===== config.mk =====
export PLATFORM = sky130hd
export DESIGN_NAME = gpio_port_register_block
export DESIGN_NICKNAME = d
export VERILOG_FILES = /design/src/design/gpr_pkg.sv /design/src/design/gpr_lock_ctrl.sv /design/src/design/gpio_port_register_block.sv
export SDC_FILE = /design/constraint.sdc
export NUM_CORES = 1
export LEC_CHECK = 0
export ABC_CLOCK_PERIOD_IN_PS = 2500
export BUFFER_PORTS_ARGS = -buffer_cell sky130_fd_sc_hd__buf_2
export CAP_MARGIN = 20
export CELL_PAD_IN_SITES_DETAIL_PLACEMENT = 0
export CELL_PAD_IN_SITES_GLOBAL_PLACEMENT = 2
export CORE_MARGIN = 4
export CORE_UTILIZATION = 33
export CTS_CLUSTER_DIAMETER = 80
export CTS_CLUSTER_SIZE = 12
export DETAILED_ROUTE_END_ITERATION = 10
export PLACE_DENSITY_LB_ADDON = 0.1
export SLEW_MARGIN = 0
export SYNTH_ARGS = -nofsm -noshare
export SYNTH_HDL_FRONTEND = slang
export SYNTH_SLANG_ARGS = --single-unit

===== constraint.sdc =====
create_clock -name i_clk -period 2.5 [get_ports i_clk]
set_input_delay 0.375 -clock i_clk [delete_from_list [all_inputs] [get_ports i_clk]]
set_output_delay 0.375 -clock i_clk [all_outputs]
set_load 0.005 [all_outputs]

===== src/design/gpr_pkg.sv =====
// shared types and constants of the gpio port register block
// no dependencies

package gpr_pkg;

    localparam int PIN_COUNT = 16;
    localparam logic [15:0] PIN_MASK = 16'((32'd1 << PIN_COUNT) - 32'd1);
    localparam logic [31:0] CFG_RESET = 32'h4444_4444;
    localparam int KEY_BIT = 16;

    typedef enum logic {
        FUNC_READ  = 1'b0,
        FUNC_WRITE = 1'b1
    } t_func;

    typedef enum logic [2:0] {
        SEL_CFG_LOW  = 3'd0,
        SEL_CFG_HIGH = 3'd1,
        SEL_INPUT    = 3'd2,
        SEL_OUTPUT   = 3'd3,
        SEL_BSRR     = 3'd4,
        SEL_BRR      = 3'd5,
        SEL_LOCK     = 3'd6
    } t_reg_sel;

    typedef enum logic [1:0] {
        STEP_IDLE = 2'd0,
        STEP_ONE  = 2'd1,
        STEP_TWO  = 2'd2
    } t_lock_step;

    typedef struct packed {
        logic        wr;
        logic        rd;
        logic [15:0] bits;
        logic        key;
    } t_lock_req;

    typedef struct packed {
        logic [15:0] bits;
        logic        key;
        logic        key_shown;
    } t_lock_stat;

endpackage


===== src/design/gpr_lock_ctrl.sv =====
// lock register and lock-key sequence of the gpio port
// depends on gpr_pkg

module gpr_lock_ctrl (
    input  logic               i_clk,
    input  logic               i_rst_n,
    input  gpr_pkg::t_lock_req i_req,
    output gpr_pkg::t_lock_stat o_stat
);
    import gpr_pkg::*;

    logic [15:0] r_bits, n_bits;
    logic        r_key, n_key;
    logic        r_shown, n_shown;
    t_lock_step  r_step, n_step;
    logic        same;
    t_lock_step  abort_step;

    assign same       = (i_req.bits & PIN_MASK) == r_bits;
    assign abort_step = i_req.key ? STEP_ONE : STEP_IDLE;

    always_comb begin
        n_bits  = r_bits;
        n_key   = r_key;
        n_shown = r_shown;
        n_step  = r_step;
        if (i_req.wr && !r_key) begin
            n_bits = i_req.bits & PIN_MASK;
            unique case (r_step)
                STEP_IDLE: begin
                    n_step = abort_step;
                end
                STEP_ONE: begin
                    if (!i_req.key && same) begin
                        n_step = STEP_TWO;
                    end else begin
                        n_step = abort_step;
                    end
                end
                STEP_TWO: begin
                    if (i_req.key && same) begin
                        n_step  = STEP_IDLE;
                        n_key   = 1'b1;
                        n_shown = 1'b0;
                    end else begin
                        n_step = abort_step;
                    end
                end
                default: begin
                    n_step = abort_step;
                end
            endcase
        end
        if (i_req.rd && r_key) begin
            n_shown = 1'b1;
        end
    end

    always_ff @(posedge i_clk) begin
        if (!i_rst_n) begin
            r_bits  <= '0;
            r_key   <= 1'b0;
            r_shown <= 1'b0;
            r_step  <= STEP_IDLE;
        end else begin
            r_bits  <= n_bits;
            r_key   <= n_key;
            r_shown <= n_shown;
            r_step  <= n_step;
        end
    end

    assign o_stat.bits      = r_bits;
    assign o_stat.key       = r_key;
    assign o_stat.key_shown = r_shown;

endmodule


===== src/design/gpio_port_register_block.sv =====
// top level of the gpio port register block
// depends on gpr_pkg and gpr_lock_ctrl

// One bus access per beat, and a new beat can be taken every clock cycle. A beat
// passes an input register and then the result register; the result register holds
// while the downstream side stalls, and the input side keeps taking beats as long as
// the result register can move on. Pins are sampled with each access, and config
// nibbles of locked pins stay frozen until reset once the lock-key sequence has
// completed.

module gpio_port_register_block (
    input  logic        i_clk,
    input  logic        i_rst_n,
    input  logic        i_s_axis_tvalid,
    output logic        o_s_axis_tready,
    input  logic [47:0] i_s_axis_tdata,  // write_data[31:0], pin_levels[47:32]
    input  logic [3:0]  i_s_axis_tuser,  // func[0], reg_select[3:1]
    output logic        o_m_axis_tvalid,
    input  logic        i_m_axis_tready,
    output logic [55:0] o_m_axis_tdata   // read_data[31:0], pin_drive[47:32],
                                         // lock_active[48], zero[55:49]
);
    import gpr_pkg::*;

    logic        r_in_valid;
    t_func       r_func;
    t_reg_sel    r_sel;
    logic [31:0] r_data;
    logic [15:0] r_pins;

    logic        r_out_valid;
    logic [31:0] r_rd, n_rd;

    logic [31:0] r_cfg_low, n_cfg_low;
    logic [31:0] r_cfg_high, n_cfg_high;
    logic [15:0] r_odr, n_odr;

    logic        advance;
    logic        in_take;
    logic [31:0] fz_low, fz_high;
    logic [15:0] idr;
    t_lock_req   lock_req;
    t_lock_stat  lock_stat;

    assign advance         = !r_out_valid || i_m_axis_tready;
    assign o_s_axis_tready = !r_in_valid || advance;
    assign in_take         = i_s_axis_tvalid && o_s_axis_tready;

    always_ff @(posedge i_clk) begin
        if (!i_rst_n) begin
            r_in_valid <= 1'b0;
        end else if (o_s_axis_tready) begin
            r_in_valid <= i_s_axis_tvalid;
        end
    end

    always_ff @(posedge i_clk) begin
        if (in_take) begin
            r_func <= t_func'(i_s_axis_tuser[0]);
            r_sel  <= t_reg_sel'(i_s_axis_tuser[3:1]);
            r_data <= i_s_axis_tdata[31:0];
            r_pins <= i_s_axis_tdata[47:32];
        end
    end

    // nibble masks of locked pins
    always_comb begin
        for (int i = 0; i < 8; i++) begin
            fz_low[4*i +: 4]  = {4{lock_stat.key & lock_stat.bits[i]}};
            fz_high[4*i +: 4] = {4{lock_stat.key & lock_stat.bits[i+8]}};
        end
    end

    assign idr = r_pins & PIN_MASK;

    always_comb begin
        n_cfg_low     = r_cfg_low;
        n_cfg_high    = r_cfg_high;
        n_odr         = r_odr;
        n_rd          = '0;
        lock_req.wr   = 1'b0;
        lock_req.rd   = 1'b0;
        lock_req.bits = r_data[15:0];
        lock_req.key  = r_data[KEY_BIT];
        if (r_func == FUNC_WRITE) begin
            case (r_sel)
                SEL_CFG_LOW:  n_cfg_low  = (r_cfg_low & fz_low) | (r_data & ~fz_low);
                SEL_CFG_HIGH: n_cfg_high = (r_cfg_high & fz_high) | (r_data & ~fz_high);
                SEL_OUTPUT:   n_odr = r_data[15:0] & PIN_MASK;
                SEL_BSRR:     n_odr = ((r_odr & ~r_data[31:16]) | r_data[15:0]) & PIN_MASK;
                SEL_BRR:      n_odr = r_odr & ~r_data[15:0] & PIN_MASK;
                SEL_LOCK:     lock_req.wr = 1'b1;
                default:      ;
            endcase
        end else begin
            case (r_sel)
                SEL_CFG_LOW:  n_rd = r_cfg_low;
                SEL_CFG_HIGH: n_rd = r_cfg_high;
                SEL_INPUT:    n_rd = {16'd0, idr};
                SEL_OUTPUT:   n_rd = {16'd0, r_odr};
                SEL_LOCK: begin
                    lock_req.rd = 1'b1;
                    n_rd = {15'd0, lock_stat.key & lock_stat.key_shown, lock_stat.bits};
                end
                default:      n_rd = '0;
            endcase
        end
        if (!(r_in_valid && advance)) begin
            lock_req.wr = 1'b0;
            lock_req.rd = 1'b0;
        end
    end

    gpr_lock_ctrl u_lock (
        .i_clk   (i_clk),
        .i_rst_n (i_rst_n),
        .i_req   (lock_req),
        .o_stat  (lock_stat)
    );

    always_ff @(posedge i_clk) begin
        if (!i_rst_n) begin
            r_cfg_low   <= CFG_RESET;
            r_cfg_high  <= CFG_RESET;
            r_odr       <= '0;
            r_out_valid <= 1'b0;
        end else if (advance) begin
            r_out_valid <= r_in_valid;
            if (r_in_valid) begin
                r_cfg_low  <= n_cfg_low;
                r_cfg_high <= n_cfg_high;
                r_odr      <= n_odr;
            end
        end
    end

    always_ff @(posedge i_clk) begin
        if (advance && r_in_valid) begin
            r_rd <= n_rd;
        end
    end

    // lock key and output latch are read from state, which already holds this beat
    assign o_m_axis_tvalid = r_out_valid;
    assign o_m_axis_tdata  = {7'd0, lock_stat.key, r_odr, r_rd};

endmodule


==> impl_summary.log, run 1 <==
INFO  metric run_status = completed
INFO  metric max-clock-path-buffers = 2
INFO  metric timing.hold.worst.class = input pin to flip-flop
INFO  metric later_pin_clock_latency_in_the_skew_report = 0.44 ns
INFO  metric synth_seq_area_share = 0.586
INFO  metric grt_setup_unrepaired = false
INFO  metric cts.sink_count = 186
INFO  metric routabilityCongestion = 0.794
INFO  metric antenna_left = 0
INFO  metric worstSetupStartpointType = flip-flop
INFO  metric worst_setup_path_end_kind = flip-flop
INFO  metric synth_top_cell_area_share = 0.324
INFO  metric crit_top_cell = sky130_fd_sc_hd__buf_4
INFO  metric synth.cell_area = 7790 sq um
INFO  metric io_buf_count = 106
INFO  metric residual_drc = 0
INFO  metric switch_share = 0.255
INFO  metric grt_pass1_wl = 37.6 mm
INFO  metric finalCritPeriodShare = 0.837
INFO  metric pwr-share-seq = 0.523
INFO  metric nets = 911
INFO  metric number_of_hold_violations_in_the_final_report = 0
INFO  metric num_vias = 6254
INFO  metric r2r-start = r_sel[1]
INFO  metric path_delay_family = flip-flops
INFO  metric setup-tns-final = 0 ns
INFO  metric post-cts-setup-buffers = 0
INFO  metric critical_path_depth = 6
INFO  metric max-cap-violations = 0
INFO  metric tritoncts_clock_tree = yes
INFO  metric groute.usage.overall = 0.187
INFO  metric final_max_slew_viol_count = 0
INFO  metric slowest_stage = sky130_fd_sc_hd__edfxtp_1
INFO  metric share_clk_of_total_power = 0.424
INFO  metric rows = 55
INFO  metric r2r_setup_slack = 0.41 ns
INFO  metric cts_inserted_buffers = 17
INFO  metric setup.worst_path.start = r_sel[1]
INFO  metric fin_worst_skew = 0.0121 ns
INFO  metric first_pass_iters = 5
INFO  metric dpl.hpwl = 17.4 mm
INFO  metric share_comb_of_total_power = 0.053
INFO  metric p_per_area = 692 nW/um^2
INFO  metric core_area = 22900 sq um
INFO  metric fin_total_pwr = 6430 uW
INFO  metric cellLeakagePower = 0.00330 uW
INFO  metric timing.max_slew.rel_slack = 0.542
INFO  metric post_synth.cell_area_avg = 10.4 sq um
INFO  metric dp_worst_setup_slack = 0.475 ns
INFO  metric root_buffer = sky130_fd_sc_hd__clkbuf_16
INFO  metric crit_type = flip-flop to flip-flop
INFO  metric layout_setup_ws = 0.408 ns
INFO  metric crit_required = 2.81 ns
INFO  metric start_util = 0.340
INFO  metric antenna_cells_inserted = 0
INFO  metric critical_path_buf_inv_count = 2
INFO  metric yosys-top-cells-area = sky130_fd_sc_hd__edfxtp_1, sky130_fd_sc_hd__dfxtp_1, sky130_fd_sc_hd__a21oi_1
INFO  metric setup_viol_count_final = 0
INFO  metric final_layout_size_suffix_gt1_frac = 0.207
INFO  metric cts.clk_slew.worst_paths = 0.08 ns
INFO  metric synth_cell_type_count = 41
INFO  metric synthesis.yosys.warnings = 0
INFO  metric layout-area-overhead-vs-synth = 19.3%
INFO  metric cellInternalPower = 4790 uW
INFO  metric floorplan.die.height = 162 um
INFO  metric synth_edf_count = 84
INFO  metric min_period = 2.09 ns
INFO  metric cp_slowest_stage_delay = 0.62 ns
INFO  metric yosys_most_used_dff = sky130_fd_sc_hd__dfxtp_1
INFO  metric cts-hold-fix-buffers = 0
INFO  metric asyncSetResetFlopFracSynth = 0
INFO  metric switchingPower = 1640 uW
INFO  metric cts_htree_levels = 4
INFO  metric path_cells = nor3_4 -> buf_4 -> nand4_1 -> buf_4 -> o21ai_0 -> a21oi_1
INFO  metric vdd_ir_drop_max = 0.427 mV
INFO  metric grt_start_max_net_pins = 53
INFO  metric gr_ovfl_total = 0
INFO  metric post_cts_resized = 0
INFO  metric io_pins = 114
INFO  metric avgRoutedWirePerCell = 20.7 um
INFO  metric routed_wirelength = 24.4 mm
INFO  metric yosys.area.top_type = sky130_fd_sc_hd__edfxtp_1
INFO  metric drt_iter0_markers = 361
INFO  metric grt_pass1_vias = 6379
INFO  metric number_of_antenna_violations_at_the_first_check_in_global_routing = 0
INFO  metric ff2ff_path_depth = 6
INFO  metric postSynthRegisterBits = 186
INFO  metric critical_path_peak_fanout = 17
INFO  metric cp_data_arrival_time = 2.40 ns
INFO  metric timing.fmax = 478 MHz
INFO  metric syn_inst = 752
INFO  metric vias_per_cell = 5.30
INFO  metric die-width = 162 um
INFO  metric worst-slew-pin-transition = 0.687 ns
INFO  metric total_die_area = 26100 sq um
[Yosys cell counts (all sizes together) (2+ instances only)]
| master | instances |
|---|---|
| a21oi | 99 |
| and2 | 18 |
| buf | 31 |
| nor4 | 5 |
| a22oi | 32 |
| nand2 | 21 |
| nand4 | 3 |
| mux2i | 33 |
| xor2 | 16 |
| nand3 | 98 |
| ha | 2 |
| clkbuf | 31 |
| inv | 6 |
| nor2b | 2 |
| edfxtp | 84 |
| o22ai | 16 |
| o21ai | 82 |
| nor2 | 51 |
| and4 | 3 |
| nand2b | 3 |
| dfxtp | 102 |
[cells by family (layout without fill, tap and decap cells)]
kind of cell,count (synthesis),after routing,share of synthesized area
xor gates and xnor gates,16,16,0.0180
adders and majority gates,2,2,0.00321
buffers and inverters,68,176,0.0442
other,1,7,0.000482
muxes,33,33,0.0424
and+or+nand+nor,211,211,0.138
AOI/OAI and AO/OA,235,235,0.168
DFF,186,186,0.586
[power by group through the flow]
| stage | clock [uW] | combinational (uW) | sequential, uW |
|---|---|---|---|
| 6_report | 2730 | 339 | 3360 |
| 5_1_grt | 2920 | 376 | 3370 |
| 4_1_cts | 2800 | 345 | 3360 |
| 3_5_place_dp | 0 | 344 | 3430 |
| 3_3_place_gp | 0 | 338 | 3430 |
| 2_1_floorplan | 0 | 198 | 3390 |
[worst min-delay path by stage]
stage,slack (ns),start,depth (start not counted),end
2_1_floorplan,0.45,flip-flop,2,flip-flop
3_3_place_gp,0.46,flip-flop,2,flip-flop
3_5_place_dp,0.47,flip-flop,2,flip-flop
4_1_cts,0.09,i_s_axis_tdata[45],1,idr[13]
5_1_grt,0.08,i_s_axis_tdata[24],1,r_data[24]
6_report,0.11,i_s_axis_tdata[25],1,r_data[25]
[cells in the final DEF, fill, tap and decap left out, types with 2 or more instances in the layout]
| cell type | instances |
|---|---|
| sky130_fd_sc_hd__buf_2 | 106 |
| sky130_fd_sc_hd__dfxtp_1 | 102 |
| sky130_fd_sc_hd__a21oi_1 | 99 |
| sky130_fd_sc_hd__nand3_1 | 98 |
| sky130_fd_sc_hd__edfxtp_1 | 84 |
| sky130_fd_sc_hd__o21ai_0 | 54 |
| sky130_fd_sc_hd__nor2_1 | 48 |
| sky130_fd_sc_hd__mux2i_1 | 33 |
| sky130_fd_sc_hd__a22oi_1 | 32 |
| sky130_fd_sc_hd__buf_4 | 30 |
| sky130_fd_sc_hd__o21ai_1 | 28 |
| sky130_fd_sc_hd__nand2_1 | 21 |
| sky130_fd_sc_hd__clkbuf_16 | 18 |
| sky130_fd_sc_hd__and2_1 | 17 |
| sky130_fd_sc_hd__o22ai_1 | 16 |
| sky130_fd_sc_hd__xor2_1 | 16 |
| sky130_fd_sc_hd__inv_6 | 9 |
| sky130_fd_sc_hd__conb_1 | 7 |
| sky130_fd_sc_hd__inv_1 | 5 |
| sky130_fd_sc_hd__nor4_1 | 4 |
| sky130_fd_sc_hd__nand2b_1 | 3 |
| sky130_fd_sc_hd__and4_1 | 3 |
| sky130_fd_sc_hd__nand4_1 | 3 |
| sky130_fd_sc_hd__clkinv_8 | 3 |
| sky130_fd_sc_hd__nor2_2 | 2 |
| sky130_fd_sc_hd__nor2b_1 | 2 |
| sky130_fd_sc_hd__ha_1 | 2 |
| sky130_fd_sc_hd__buf_12 | 2 |
[through the flow]
step / hold slack, ns / utilization / cell area (sq um) / std cells
2_1_floorplan: 0.451 / - / 7810 / 758
3_3_place_gp: 0.461 / 0.379 / 8690 / 1147
3_5_place_dp: 0.468 / 0.379 / 8690 / 1147
4_1_cts: 0.0904 / 0.405 / 9290 / 1179
5_1_grt: 0.0818 / 0.405 / 9290 / 1179
6_report: 0.107 / 0.405 / 9290 / 1179
[per-layer routing]
metal / global-route usage / routed length [um] / share of wire
met5: 0 / 0 / 0
met4: 0.0496 / 409 / 0.017
met3: 0.0373 / 1030 / 0.042
met2: 0.313 / 11900 / 0.49
met1: 0.250 / 11100 / 0.46
[layout make-up]
class	count	area (sq um)
Clock inverter	14	144
Fill cell	2249	13600
Multi-Input combinational cell	504	2920
Tap cell	313	392
Timing Repair Buffer	138	796
Inverter	6	22.5
Clock buffer	18	450
Sequential cell	186	4560
No activity file was read; power rests on OpenSTA's default activity.
==> inputs of run 2 (changes only) <==
--- a/config.mk
+++ b/config.mk
@@ -5,13 +5,14 @@
 export SDC_FILE = /design/constraint.sdc
 export NUM_CORES = 1
 export LEC_CHECK = 0
-export ABC_CLOCK_PERIOD_IN_PS = 2500
+export ABC_AREA = 1
+export ABC_CLOCK_PERIOD_IN_PS = 1700
 export BUFFER_PORTS_ARGS = -buffer_cell sky130_fd_sc_hd__buf_2
 export CAP_MARGIN = 20
 export CELL_PAD_IN_SITES_DETAIL_PLACEMENT = 0
 export CELL_PAD_IN_SITES_GLOBAL_PLACEMENT = 2
 export CORE_MARGIN = 4
-export CORE_UTILIZATION = 33
+export CORE_UTILIZATION = 31
 export CTS_CLUSTER_DIAMETER = 80
 export CTS_CLUSTER_SIZE = 12
 export DETAILED_ROUTE_END_ITERATION = 10
==> constraint.sdc (replaced) <==
create_clock -name i_clk -period 1.7 [get_ports i_clk]
set_input_delay 0.255 -clock i_clk [delete_from_list [all_inputs] [get_ports i_clk]]
set_output_delay 0.255 -clock i_clk [all_outputs]
set_load 0.005 [all_outputs]
==> run 2 against run 1 <==
Compared with the run above: cell count rose by 15%; routed wire length fell by 4.5%; critical path type unchanged; area after synthesis fell by 3.5%; largest power group unchanged.
==> impl_summary.log, run 2 <==
INFO  metric synth_top_cell_area_share = 0.336 (+0.0116)
INFO  metric root_buffer = sky130_fd_sc_hd__clkbuf_16
INFO  metric worst-slew-pin-transition = 0.539 ns (-0.147 ns)
INFO  metric synth_edf_count = 84 (unchanged)
INFO  metric gr-usage-met1 = 0.247 (-0.00364)
INFO  metric io_buf_count = 106 (unchanged)
INFO  metric dpl.hpwl = 16.3 mm (-6.2%)
INFO  metric final_layout_size_suffix_gt1_frac = 0.240 (+0.0329)
INFO  metric min_period = 1.63 ns (-0.460 ns)
INFO  metric grt_pass1_vias = 6411 (+0.50%)
INFO  metric final_max_slew_viol_count = 0 (unchanged)
INFO  metric combined_area_of_the_multi_input_logic_cells = 2540 sq um (-13%)
INFO  metric final_non_filler_cells = 1354 (+15%)
INFO  metric cellLeakagePower = 0.00407 uW (+23%)
INFO  metric setup_viol_count_final = 0 (unchanged)
INFO  metric place_area = 8820 sq um (+1.5%)
INFO  metric setup-tns-final = 0 ns (unchanged)
INFO  metric syn_inst = 817 (+8.6%)
INFO  metric cp_data_arrival_time = 1.89 ns (-0.51 ns)
INFO  metric floorplan.die.height = 164 um (+1.3%)
INFO  metric grt_start_max_net_pins = 53 (unchanged)
INFO  metric crit_required = 1.96 ns (-0.85 ns)
INFO  metric timing.max_slew.rel_slack = 0.640 (+0.0983)
INFO  metric asyncSetResetFlopFracSynth = 0 (unchanged)
INFO  metric synth_common_cells = sky130_fd_sc_hd__nand2_1, sky130_fd_sc_hd__dfxtp_1, sky130_fd_sc_hd__a21oi_1
INFO  metric routed_wirelength = 23.4 mm (-4.5%)
INFO  metric grt_setup_unrepaired = true
INFO  metric synth_seq_area_share = 0.607 (+0.0211)
INFO  metric worstSetupStartpointType = flip-flop
INFO  metric drt_iter0_markers = 402 (+11%)
INFO  metric crit_type = flip-flop to flip-flop
INFO  metric library_cell_with_the_highest_instance_count_after_synthesis = sky130_fd_sc_hd__nand2_1
INFO  metric yosys.area.top_type = sky130_fd_sc_hd__edfxtp_1
INFO  metric layout.cells.most_common_list = sky130_fd_sc_hd__nand2_1, sky130_fd_sc_hd__buf_2, sky130_fd_sc_hd__dfxtp_1
INFO  metric yosys-top-cells-area = sky130_fd_sc_hd__edfxtp_1, sky130_fd_sc_hd__dfxtp_1, sky130_fd_sc_hd__nand2_1
INFO  metric start_util = 0.317 (-0.0224)
INFO  metric register_area = 4570 sq um (about the same)
INFO  metric finalCoreUtilization = 0.427 (+0.0219)
INFO  metric residual_drc = 0 (unchanged)
INFO  metric min-delay-start = i_s_axis_tuser[3]
INFO  metric layout-area-overhead-vs-synth = 34.6%
INFO  metric max-cap-violations = 0 (unchanged)
INFO  metric r2r-start = r_sel[0]
INFO  metric die-width = 164 um (+1.3%)
INFO  metric run_status = completed
INFO  metric antenna_left = 0 (unchanged)
INFO  metric timing.fmax = 613 MHz (+28%)
INFO  metric most_common_cell_after_layout_fill_and_taps_aside = sky130_fd_sc_hd__nand2_1
INFO  metric grt_pass1_wl = 35.9 mm (-4.5%)
INFO  metric post_layout_instance_area = 10100 sq um (+8.9%)
INFO  metric finalCritPeriodShare = 0.960 (+0.123)
INFO  metric antenna_cells_inserted = 0 (unchanged)
INFO  metric fillCellCount = 2402 (+6.8%)
INFO  metric ff2ff_path_depth = 7 (+1)
INFO  metric gr-max-usage-layer = met2
INFO  metric gr_ovfl_total = 0 (unchanged)
INFO  metric vdd_ir_drop_max = 0.496 mV (+16%)
INFO  metric fin_worst_skew = 0.0102 ns (-0.00183 ns)
INFO  metric number_of_hold_violations_in_the_final_report = 0 (unchanged)
INFO  metric vias_per_cell = 4.74 (-11%)
INFO  metric layout_setup_ws = 0.0679 ns (-0.340 ns)
INFO  metric post_synth.cell_area_avg = 9.20 sq um (-11%)
INFO  metric synth_cell_type_count = 31 (-24%)
INFO  metric dp_worst_setup_slack = -0.0485 ns (-0.524 ns)
INFO  metric critical_path_peak_fanout = 10 (-7)
INFO  metric groute.layer.met2.usage = 0.282 (-0.0311)
INFO  metric cts_htree_levels = 4 (unchanged)
INFO  metric first_pass_iters = 5 (unchanged)
INFO  metric p_per_area = 998 nW/um^2 (+44%)
INFO  metric cts.clk_slew.worst_paths = 0.07 ns (about the same)
INFO  metric core_area = 23700 sq um (+3.3%)
INFO  metric routabilityCongestion = 0.804 (+1.3%)
INFO  metric placed_cells = 1268 (+11%)
INFO  metric postSynthRegisterBits = 186 (unchanged)
INFO  metric tritoncts_clock_tree = yes
INFO  metric cp-endpoint = r_rd[14]
INFO  metric num_vias = 6421 (+2.7%)
INFO  metric synth.cell_area = 7520 sq um (-3.5%)
INFO  metric total_die_area = 26800 sq um (+2.6%)
INFO  metric cts.sink_count = 186 (unchanged)
INFO  metric io_pins = 114 (unchanged)
INFO  metric number_of_antenna_violations_at_the_first_check_in_global_routing = 0 (unchanged)
INFO  metric groute.usage.overall = 0.177 (-0.0108)
INFO  metric later_pin_clock_latency_in_the_skew_report = 0.43 ns (about the same)
INFO  metric max-clock-path-buffers = 2 (unchanged)
INFO  metric nets = 1080 (+19%)
INFO  metric cts_inserted_buffers = 17 (unchanged)
INFO  metric avgRoutedWirePerCell = 17.2 um (-17%)
INFO  metric worst_setup_path_end_kind = flip-flop
INFO  metric synthesis.yosys.warnings = 0 (unchanged)
INFO  metric yosys_most_used_dff = sky130_fd_sc_hd__dfxtp_1
INFO  metric setup.worst_path.start = r_sel[0]
INFO  metric r2r_setup_slack = 0.07 ns (-0.34 ns)
INFO  metric rr_endpoint = r_rd[14]
INFO  metric rows = 56 (+1.8%)
INFO  metric timing.hold.worst.class = input pin to flip-flop
INFO  metric gr-usage-met3 = 0.0326 (-0.00463)
## run 2: changes by cell type after synthesis, sizes merged, moves of 18 or more
| cell | change |
|---|---|
| nand2 | +146 |
| nand3 | -85 |
| inv | +84 |
| mux2i | -33 |
| a22oi | -32 |
| and2 | -18 |
## run 2: how the worst min path moves through the flow
stage                     slack, ns  cells past startpoint   endpoint
final                          0.04                      1   r_sel[2]
after detailed placement       0.43                      1  r_data[9]
after CTS                      0.02                      1   r_sel[2]
after global placement         0.43                      1     idr[5]
after global routing           0.02                      1   r_sel[0]
after floorplan                0.35                      0     idr[0]
## run 2: kinds of logic (layout without fill, tap and decap cells)
kind of cell,Yosys count,in the layout,synth area share
fa+ha+maj,2,2,0.00333
simple gates,243,243,0.128
buf+inv,131,343,0.0721
compound gates,252,252,0.186
other cells,1,7,0.000499
xor+xnor,2,2,0.00233
flops,186,186,0.607
## run 2: repair_timing
| item | in CTS | in global routing |
|---|---|---|
| endpoints found under the setup margin | 5 | 93 |
| hold buffers | 49 | 0 |
| pin swaps | 0 | 6 |
| setup buffers | 0 | 5 |
| gates resized for setup | 3 | 30 |
| hold endpoints to repair | 49 | 0 |
## run 2: area by class of cell
class	instances	share of cell area
multi-input cells	506	0.251
clock inverters	15	0.0233
flip-flops and latches	186	0.451
well taps	319	0.0395
inverters	91	0.0345
clock buffers	17	0.0420
repair buffers	220	0.158
## run 2: layer usage
layer	wire [um]	vias up
li1	-	3170
met2	10600	163
met4	398	0
met1	11300	3066
met3	975	22
met5	0	-
## run 2: power by group
| part | leakage, uW | total, uW | internal [uW] | switching [uW] |
|---|---|---|---|---|
| registers | 0.00164 | 4930 | 4820 | 104 |
| logic | 0.00211 | 701 | 308 | 393 |
| clock network | 0.000316 | 4470 | 2650 | 1830 |
| total | 0.00407 | 10100 | 7780 | 2320 |
## run 2: worst max-delay path: stages (launching register included)
cell and delay [ns]:
sky130_fd_sc_hd__edfxtp_1 0.39, sky130_fd_sc_hd__inv_2 0.07, sky130_fd_sc_hd__buf_6 0.12, sky130_fd_sc_hd__nor3_4 0.26, sky130_fd_sc_hd__buf_6 0.14, sky130_fd_sc_hd__buf_12 0.13, sky130_fd_sc_hd__nand2_1 0.11, sky130_fd_sc_hd__a31oi_2 0.24
## run 2: stage by stage
step	hold slack (ns)	power [uW]
final	0.0378	10100
after global routing	0.0233	10500
after CTS	0.0211	10200
after detailed placement	0.433	5620
after global placement	0.431	5610
after floorplan	0.354	5290
==> inputs of run 3 (changes only) <==
--- a/config.mk
+++ b/config.mk
@@ -6,13 +6,13 @@
 export NUM_CORES = 1
 export LEC_CHECK = 0
 export ABC_AREA = 1
-export ABC_CLOCK_PERIOD_IN_PS = 1700
+export ABC_CLOCK_PERIOD_IN_PS = 1930
 export BUFFER_PORTS_ARGS = -buffer_cell sky130_fd_sc_hd__buf_2
 export CAP_MARGIN = 20
 export CELL_PAD_IN_SITES_DETAIL_PLACEMENT = 0
 export CELL_PAD_IN_SITES_GLOBAL_PLACEMENT = 2
 export CORE_MARGIN = 4
-export CORE_UTILIZATION = 31
+export CORE_UTILIZATION = 35
 export CTS_CLUSTER_DIAMETER = 80
 export CTS_CLUSTER_SIZE = 12
 export DETAILED_ROUTE_END_ITERATION = 10
==> constraint.sdc (replaced) <==
create_clock -name i_clk -period 1.93 [get_ports i_clk]
set_input_delay 0.2895 -clock i_clk [delete_from_list [all_inputs] [get_ports i_clk]]
set_output_delay 0.2895 -clock i_clk [all_outputs]
set_load 0.005 [all_outputs]
==> run 3 against run 2 <==
Compared with the run above: sequential power down 12%; sequential share of layout area increased by 4.4 points; utilization up 1.0 points; count of clock-buffer cells in the layout rose by 1; via count is 4.5% lower; non-clock buffer count decreased by 60; first-iteration DRC count increased by 14%; die area is 11% lower; register-to-register slack improved by 0.03 ns; critical path depth up 3; routed wire length decreased by 5.3%.
==> impl_summary.log, run 3 (synthesis results as in run 2) <==
INFO  metric cellLeakagePower = 0.00372 uW (-8.5%)
INFO  metric cts.clk_slew.worst_paths = 0.07 ns (about the same)
INFO  metric routed_wirelength = 22.1 mm (-5.3%)
INFO  metric finalCritPeriodShare = 0.949 (-0.0116)
INFO  metric cts_inserted_buffers = 17 (unchanged)
INFO  metric avgRoutedWirePerCell = 17.7 um (+2.6%)
INFO  metric timing.max_slew.rel_slack = 0.605 (-0.0355)
INFO  metric antenna_left = 0 (unchanged)
INFO  metric later_pin_clock_latency_in_the_skew_report = 0.43 ns (about the same)
INFO  metric combined_area_of_the_multi_input_logic_cells = 2440 sq um (-4.0%)
INFO  metric vdd_ir_drop_max = 0.457 mV (-7.9%)
INFO  metric crit_type = flip-flop to flip-flop
INFO  metric timing.fmax = 546 MHz (-11%)
INFO  metric grt_setup_unrepaired = true
INFO  metric register_area = 4560 sq um (about the same)
INFO  metric worst-slew-pin-transition = 0.593 ns (+0.0532 ns)
INFO  metric number_of_antenna_violations_at_the_first_check_in_global_routing = 0 (unchanged)
INFO  metric nets = 1020 (-5.6%)
INFO  metric p_per_area = 888 nW/um^2 (-11%)
INFO  metric start_util = 0.356 (+0.0391)
INFO  metric number_of_hold_violations_in_the_final_report = 0 (unchanged)
INFO  metric root_buffer = sky130_fd_sc_hd__clkbuf_16
INFO  metric cts-hold-fix-buffers = 0 (-100%)
INFO  metric fillCellCount = 2117 (-12%)
INFO  metric holdPathStages = 1 (unchanged)
INFO  metric routabilityCongestion = 0.833 (+3.5%)
INFO  metric floorplan.die.height = 155 um (-5.6%)
INFO  metric grt_start_max_net_pins = 35 (-34%)
INFO  metric setup-tns-final = 0 ns (unchanged)
INFO  metric drt_iter0_markers = 459 (+14%)
INFO  metric grt_pass1_vias = 5964 (-7.0%)
INFO  metric io_buf_count = 106 (unchanged)
INFO  metric final_non_filler_cells = 1250 (-7.7%)
INFO  metric run_status = completed
INFO  metric r2r_setup_slack = 0.1 ns (+0.03 ns)
INFO  metric worstSetupStartpointType = flip-flop
INFO  metric num_vias = 6130 (-4.5%)
INFO  metric whs_endpoint = idr[12]
INFO  metric io_pins = 114 (unchanged)
INFO  metric residual_drc = 0 (unchanged)
INFO  metric rows = 53 (-5.4%)
INFO  metric post_layout_instance_area = 9220 sq um (-8.8%)
INFO  metric layout.cells.most_common_list = sky130_fd_sc_hd__nand2_1, sky130_fd_sc_hd__buf_2, sky130_fd_sc_hd__dfxtp_1
INFO  metric setup_viol_count_final = 0 (unchanged)
INFO  metric cts.sink_count = 186 (unchanged)
INFO  metric total_die_area = 23900 sq um (-11%)
INFO  metric min_period = 1.83 ns (+0.199 ns)
INFO  metric gr_ovfl_total = 0 (unchanged)
INFO  metric worst_setup_path_end_kind = flip-flop
INFO  metric most_common_cell_after_layout_fill_and_taps_aside = sky130_fd_sc_hd__nand2_1
INFO  metric min-delay-start = i_s_axis_tdata[44]
INFO  metric antenna_cells_inserted = 0 (unchanged)
INFO  metric crit_required = 2.25 ns (+0.29 ns)
INFO  metric critical_path_peak_fanout = 5 (-5)
INFO  metric final_max_slew_viol_count = 0 (unchanged)
INFO  metric dpl.hpwl = 16.1 mm (-0.97%)
INFO  metric placed_cells = 1217 (-4.0%)
INFO  metric timing.hold.worst.class = input pin to flip-flop
INFO  metric tritoncts_clock_tree = yes
INFO  metric cp_data_arrival_time = 2.15 ns (+0.26 ns)
INFO  metric fin_worst_skew = 0.0103 ns (+0.000115 ns)
INFO  metric core_area = 21100 sq um (-11%)
INFO  metric grt_pass1_wl = 34.2 mm (-4.8%)
INFO  metric max-clock-path-buffers = 2 (unchanged)
INFO  metric ff2ff_path_depth = 10 (+3)
INFO  metric place_area = 8640 sq um (-2.0%)
INFO  metric layout-area-overhead-vs-synth = 22.7%
INFO  metric first_pass_iters = 5 (unchanged)
INFO  metric vias_per_cell = 4.90 (+3.4%)
INFO  metric die-width = 155 um (-5.6%)
INFO  metric final_layout_size_suffix_gt1_frac = 0.211 (-0.0283)
INFO  metric groute.usage.overall = 0.186 (+0.00920)
INFO  metric r2r-start = r_sel[0]
INFO  metric max-cap-violations = 0 (unchanged)
INFO  metric fin_total_pwr = 8190 uW (-19%)
INFO  metric cts_htree_levels = 4 (unchanged)
-- run 3: changes by cell type in the layout (fill, tap and decap cells not counted), sizes merged --
cell         delta
dlygate4sd3    -49
buf            -11
clkinv          +7
bufinv          -4
inv             -4
clkbuf          +1
-- run 3: cell type report --
class | count | area share
flip-flops and latches | 186 | 0.495
multi-input cells | 506 | 0.265
repair buffers | 160 | 0.105
clock buffers | 18 | 0.0476
inverters | 91 | 0.0378
well taps | 275 | 0.0373
clock inverters | 14 | 0.0132
-- run 3: through the flow --
step,setup slack [ns],utilization,hold WS [ns]
after floorplan,0.0784,-,0.388
after global placement,0.127,0.410,0.439
after detailed placement,0.0848,0.410,0.440
after CTS,0.0764,0.437,0.0111
after global routing,-0.0183,0.437,0.00569
final,0.0993,0.437,0.0283
-- run 3: what timing repair did --
item,in CTS,in global routing
resized for setup,0,4
setup buffers,0,1
endpoints found under the setup margin,0,18
-- run 3: critical path, stage by stage (launching register included) --
cell,delay [ns]
sky130_fd_sc_hd__edfxtp_1,0.48
sky130_fd_sc_hd__inv_2,0.15
sky130_fd_sc_hd__nand3_1,0.13
sky130_fd_sc_hd__inv_2,0.11
sky130_fd_sc_hd__nand2_2,0.10
sky130_fd_sc_hd__buf_4,0.18
sky130_fd_sc_hd__a21oi_1,0.21
sky130_fd_sc_hd__buf_4,0.18
sky130_fd_sc_hd__inv_2,0.05
sky130_fd_sc_hd__nor2_1,0.09
sky130_fd_sc_hd__nor2_1,0.06
-- run 3: routing by layer --
metal | routed length (um) | GRT usage | up-vias
li1 | - | - | 3048
met1 | 10900 | 0.276 | 2889
met2 | 9850 | 0.283 | 184
met3 | 1280 | 0.0381 | 9
met4 | 119 | 0.0349 | 0
met5 | 0 | 0 | -
-- run 3: where the power goes --
group	switching (uW)	internal (uW)	leakage, uW	total, uW
logic	310	186	0.00181	496
registers	99.4	4250	0.00164	4350
clock network	1540	1810	0.000267	3350
-- run 3: worst max-delay path by stage --
stage | startpoint | endpoint
2_1_floorplan | o_m_axis_tvalid | flip-flop
3_3_place_gp | r_sel[0] | flip-flop
3_5_place_dp | r_sel[0] | flip-flop
4_1_cts | r_sel[0] | flip-flop
5_1_grt | r_sel[0] | flip-flop
6_report | r_sel[0] | flip-flop
